$ cat src/sv/sam_pkg.sv
`timescale 1ns / 1ps
// sam_pkg: shared types, constants and lookup functions of the sprite attribute memory
// used by sam_controller, sam_datapath and sprite_attribute_memory; no dependencies
package sam_pkg;

   // memory geometry
   localparam int OBJECT_COUNT   = 128;
   localparam int HALFWORD_COUNT = OBJECT_COUNT * 4;
   localparam int HW_ADDR_W      = $clog2(HALFWORD_COUNT);

   // field widths
   localparam int ADDR_W    = 10;
   localparam int DATA_W    = 32;
   localparam int OBJ_IDX_W = 7;
   localparam int DIM_W     = 7;

   // stream payload widths; the tdata widths are padded to whole bytes
   localparam int REQ_TDATA_W = 48;
   localparam int REQ_TUSER_W = 3;
   localparam int RSP_TDATA_W = 56;

   // access kind and size codes
   localparam logic REQ_READ  = 1'b0;
   localparam logic REQ_WRITE = 1'b1;

   localparam logic [1:0] SIZE_BYTE = 2'd0;
   localparam logic [1:0] SIZE_HALF = 2'd1;
   localparam logic [1:0] SIZE_WORD = 2'd2;

   typedef enum logic [2:0] {
      ST_IDLE,
      ST_READ_MEM,
      ST_WRITE_LO,
      ST_WRITE_HI,
      ST_FETCH_ATTR,
      ST_RESPOND
   } sam_state_type;

   // controller to datapath
   typedef struct packed {
      logic load_req;
      logic write_lo;
      logic write_hi;
      logic read_mem;
      logic fetch_attr;
      logic load_rsp;
   } sam_cmd_type;

   // datapath to controller
   typedef struct packed {
      logic is_write;
      logic is_word;
      logic rsp_free;
   } sam_status_type;

   // sprite width from {shape, size}; invalid shape gives 8
   function automatic logic [DIM_W-1:0] sprite_width(input logic [3:0] code);
      logic [DIM_W-1:0] w;
      case (code)
         4'h0: w = 7'd8;
         4'h1: w = 7'd16;
         4'h2: w = 7'd32;
         4'h3: w = 7'd64;
         4'h4: w = 7'd16;
         4'h5: w = 7'd32;
         4'h6: w = 7'd32;
         4'h7: w = 7'd64;
         4'h8: w = 7'd8;
         4'h9: w = 7'd8;
         4'hA: w = 7'd16;
         4'hB: w = 7'd32;
         default: w = 7'd8;
      endcase
      return w;
   endfunction

   // sprite height from {shape, size}; invalid shape gives 8
   function automatic logic [DIM_W-1:0] sprite_height(input logic [3:0] code);
      logic [DIM_W-1:0] h;
      case (code)
         4'h0: h = 7'd8;
         4'h1: h = 7'd16;
         4'h2: h = 7'd32;
         4'h3: h = 7'd64;
         4'h4: h = 7'd8;
         4'h5: h = 7'd8;
         4'h6: h = 7'd16;
         4'h7: h = 7'd32;
         4'h8: h = 7'd16;
         4'h9: h = 7'd32;
         4'hA: h = 7'd32;
         4'hB: h = 7'd64;
         default: h = 7'd8;
      endcase
      return h;
   endfunction

endpackage

$ cat src/sv/sam_controller.sv
`timescale 1ns / 1ps
// sam_controller: sequencing state machine of the sprite attribute memory
// depends on sam_pkg; drives sam_datapath through sam_cmd_type
module sam_controller
   import sam_pkg::*;
(
   input  logic           clock,
   input  logic           reset,
   input  logic           req_tvalid,
   output logic           req_tready,
   input  sam_status_type status,
   output sam_cmd_type    cmd
);

   sam_state_type state_ff;
   sam_state_type state_in;
   logic          req_is_write_now;

   assign req_is_write_now = status.is_write;

   always_ff @(posedge clock) begin
      if (reset) begin
         state_ff <= ST_IDLE;
      end else begin
         state_ff <= state_in;
      end
   end

   // next state
   always_comb begin
      state_in = state_ff;
      case (state_ff)
         ST_IDLE: begin
            if (req_tvalid) begin
               state_in = ST_WRITE_LO;
            end
         end
         ST_READ_MEM:   state_in = ST_RESPOND;
         ST_WRITE_LO: begin
            state_in = status.is_word ? ST_WRITE_HI : ST_FETCH_ATTR;
         end
         ST_WRITE_HI:   state_in = ST_FETCH_ATTR;
         ST_FETCH_ATTR: state_in = ST_RESPOND;
         ST_RESPOND: begin
            if (status.rsp_free) begin
               state_in = ST_IDLE;
            end
         end
         default:       state_in = ST_IDLE;
      endcase
      // in idle the kind of the new transaction comes from the port; reads skip the writes
      if (state_ff == ST_IDLE && req_tvalid && !req_is_write_now) begin
         state_in = ST_READ_MEM;
      end
   end

   // outputs
   always_comb begin
      cmd        = '0;
      req_tready = 1'b0;
      case (state_ff)
         ST_IDLE: begin
            req_tready   = !reset;
            cmd.load_req = req_tvalid && !reset;
         end
         ST_READ_MEM:   cmd.read_mem   = 1'b1;
         ST_WRITE_LO:   cmd.write_lo   = 1'b1;
         ST_WRITE_HI:   cmd.write_hi   = 1'b1;
         ST_FETCH_ATTR: cmd.fetch_attr = 1'b1;
         ST_RESPOND:    cmd.load_rsp   = status.rsp_free;
         default: begin
            cmd        = '0;
            req_tready = 1'b0;
         end
      endcase
   end

`ifndef SYNTHESIS
   a_accept_starts_work: assert property (@(posedge clock) disable iff (reset)
      (req_tvalid && req_tready) |=> (state_ff == ST_READ_MEM || state_ff == ST_WRITE_LO))
      else $error("accepted transaction did not start a read or a write");

   a_high_half_only_for_word: assert property (@(posedge clock) disable iff (reset)
      (state_ff == ST_WRITE_HI) |-> ($past(state_ff) == ST_WRITE_LO && status.is_word))
      else $error("high half written outside a word write");

   a_respond_after_read: assert property (@(posedge clock) disable iff (reset)
      (state_ff == ST_RESPOND && $past(state_ff) != ST_RESPOND) |->
      ($past(state_ff) == ST_READ_MEM || $past(state_ff) == ST_FETCH_ATTR))
      else $error("response built without a memory read");
`endif

endmodule

$ cat config.mk
export PLATFORM = sky130hd
export DESIGN_NAME = sam_controller
export DESIGN_NICKNAME = d
export VERILOG_FILES = /design/src/sv/sam_pkg.sv /design/src/sv/sam_controller.sv
export SDC_FILE = /design/constraint.sdc
export NUM_CORES = 1
export LEC_CHECK = 0
export ABC_CLOCK_PERIOD_IN_PS = 2100
export BUFFER_PORTS_ARGS = -buffer_cell sky130_fd_sc_hd__buf_4
export CORE_AREA = 2 2 39 41
export CTS_BUF_LIST = sky130_fd_sc_hd__clkbuf_16
export CTS_CLUSTER_SIZE = 40
export DETAILED_ROUTE_END_ITERATION = 12
export DIE_AREA = 0 0 41 43
export PLACE_DENSITY_LB_ADDON = 0.3
export SLEW_MARGIN = 40
export SYNTH_ARGS = -nofsm -noshare
export SYNTH_HDL_FRONTEND = slang
export SYNTH_SLANG_ARGS = --single-unit
$ cat constraint.sdc
create_clock -name clock -period 2.1 [get_ports clock]
set_input_delay 0.21 -clock clock [delete_from_list [all_inputs] [get_ports clock]]
set_output_delay 0.21 -clock clock [all_outputs]
set_load 0.02 [all_outputs]
==> impl_metrics.tcl <==
set metrics [dict create \
    setup_viol 0 \
    hold_class "in2reg" \
    ioPinCount 13 \
    grt.overflow.total 0 \
    grt_use_total_pct 9.218 \
    gp_congestion 0.6324 \
    nFillCells 148 \
    cts.sinks 3 \
    port-buffer-count 12 \
    slew_viol_final 0 \
    crit_chain "nor4_2 -> and2_1 -> buf_4" \
    worst_slew_pin_slew_ps 453.1 \
    worstSetupStartpointType "register" \
    postCtsSetupRepairBufs 0 \
    grt_max_degree 13 \
    syn_nets 32 \
    period_minus_slack_ps 1481 \
    clk_path_buf_depth 2 \
    firstDrtPassIters 4 \
    die-height_um 43 \
    clkLatencyLatePin_ps 230 \
    cts_tree "built" \
    grt_pass1_wl_um 945 \
    hpwl_um 393.5 \
    drtIter0Drc 5 \
    max_slew_margin_pct 69.75 \
    ir_worst_vdd_uv 300.8 \
    start_util_pct 18.81 \
    area_delta_synth_final_pct 62.02 \
    synth_seq_cells 3 \
    clockRootBuffer "clkbuf_16" \
    drt-total-wl_um 607 \
    ys_seq_area_share_pct 23.08 \
    crit_fanout 12 \
    die_w_um 41 \
    antenna_found_initial 0 \
    tns_ps 0 \
    syn_inst 26 \
    die_area_mm2 0.001763 \
    drtAntennaViolNets 0 \
    largest_reg_flops 3 \
    required_ps 1890 \
    fmax_mhz 675.3 \
    clkTransAtPathRegs_ps 30 \
    vias_per_cell 4.509 \
    reg_top3 "state_ff: 3 flops" \
    hold_viol_final 0 \
    p_leak_nw 0.1909 \
    top_register "state_ff" \
    layout-drive-gt1-share_pct 56.41 \
    fin_worst_skew_ps 2.852 \
    synth_area_um2 260.3 \
    slowest_delay_ps 430 \
    h-tree-depth 1 \
    critPathKind "reg2out" \
    ctsResizeCount 0 \
    worstPathArrival_ps 1270 \
    vias 248 \
    rsz0062_at_grt "no" \
    postCtsHoldBufs 0 \
    core_area_mm2 0.001384 \
    critPathTopFamily "simple AND/OR/NAND/NOR gates" \
    cp_slowest_cell "dfxtp_1" \
    endpoint_kind "primary output" \
    status "finished clean" \
    avgSynthCellArea_um2 10.01 \
    period_share_pct 70.51 \
    nets 46 \
    drc 0 \
    synth_warnings 0 \
    fin_util_pct 30.47 \
    cellPowerDensity_mw_per_mm2 1204 \
    rows 14 \
    synthDistinctLibCells 20 \
    hold_slack_ps 181.2 \
    diodes 0 \
    max_cap_viol_count 0 \
    grt_pass1_vias 221 \
    wl_per_cell_um 11.04 \
    cp_num_buf_inv 1 \
    numCtsBuffers 3 \
    finalPower_w 0.0005077 \
]
==> cells by family after synthesis <==
| family | count (synthesis) | share of synthesized area [%] |
|---|---|---|
| flops | 3 | 23.08 |
| simple gates | 11 | 41.34 |
| compound gates | 8 | 23.56 |
| buf+inv | 4 | 12.02 |
==> worst paths after layout <==
path | start | end | slack, ps | cells past startpoint
worst min-delay path | reset | state_ff[0] | 180 | 2
worst max register to register | state_ff[2] | state_ff[1] | 880 | 3
worst min register to register | state_ff[2] | state_ff[2] | 760 | 1
worst max-delay path | state_ff[0] | cmd[5] | 620 | 3
==> cells in the final DEF, fill, tap and decap left out <==
cell	n
and3b_2	1
clkbuf_16	3
nand3_1	1
nor4_2	1
nor3b_4	1
o31ai_1	1
nor3b_1	2
and4b_2	1
nor3_2	1
and4bb_1	1
a211oi_2	1
a21oi_2	1
dfxtp_1	3
a21o_1	1
buf_4	12
nor2b_1	1
a21oi_1	2
a211oi_1	2
and2_1	1
inv_1	2
==> per-layer routing <==
| metal | GRT usage (%) | wire (um) | vias up | part of all wire (%) |
|---|---|---|---|---|
| met5 | 0 | 0 | - | 0 |
| met4 | 14.00 | 40 | 0 | 6.6 |
| met3 | 4.188 | 84 | 4 | 14 |
| met2 | 9.375 | 208 | 18 | 34 |
| met1 | 10.54 | 274 | 102 | 45 |
| li1 | - | - | 124 | - |
==> power by group <==
group / total (W) / leakage, nW / internal [W] / switching (W)
sequential: 0.000102 / 0.0248 / 0.0000674 / 0.0000344
combinational: 0.000107 / 0.124 / 0.0000587 / 0.0000479
clock: 0.000299 / 0.0423 / 0.000246 / 0.0000537
total: 0.000508 / 0.191 / 0.000372 / 0.000136
==> layout make-up <==
| cell class | count | area [um2] | area share (%) |
|---|---|---|---|
| well taps | 16 | 20.02 | 4.748 |
| clock inverters | 1 | 3.754 | 0.8902 |
| multi-input cells | 19 | 168.9 | 40.06 |
| repair buffers | 12 | 90.09 | 21.37 |
| flip-flops and latches | 3 | 60.06 | 14.24 |
| clock buffers | 3 | 75.07 | 17.80 |
| inverters | 1 | 3.754 | 0.8902 |
==> per-stage QoR <==
stage          cell area, um2  setup slack [ps]  std cells
5_1_grt                 421.7             554.0         55
3_3_place_gp            342.8             842.0         51
4_1_cts                 421.7             601.9         55
3_5_place_dp            342.8             857.4         51
2_1_floorplan           260.3             581.6         26
6_report                421.7             619.3         55
==> cell usage after synthesis <==
cell type,count,area (um2)
nor3_2,1,10.01
and2_1,1,6.260
inv_1,1,3.750
nand3_1,1,5.000
nor3b_1,2,15.01
a21oi_2,1,8.760
a21o_1,1,7.510
dfxtp_1,3,60.06
and4bb_1,1,12.51
and4b_2,1,11.26
a21oi_1,2,10.01
buf_2,1,5.000
buf_6,2,22.52
nor4_2,1,12.51
nor2b_1,1,6.260
and3b_2,1,10.01
a211oi_1,2,15.01
o31ai_1,1,7.510
nor3b_4,1,18.77
a211oi_2,1,12.51
Note: power is estimated with default switching activity, not from simulation.
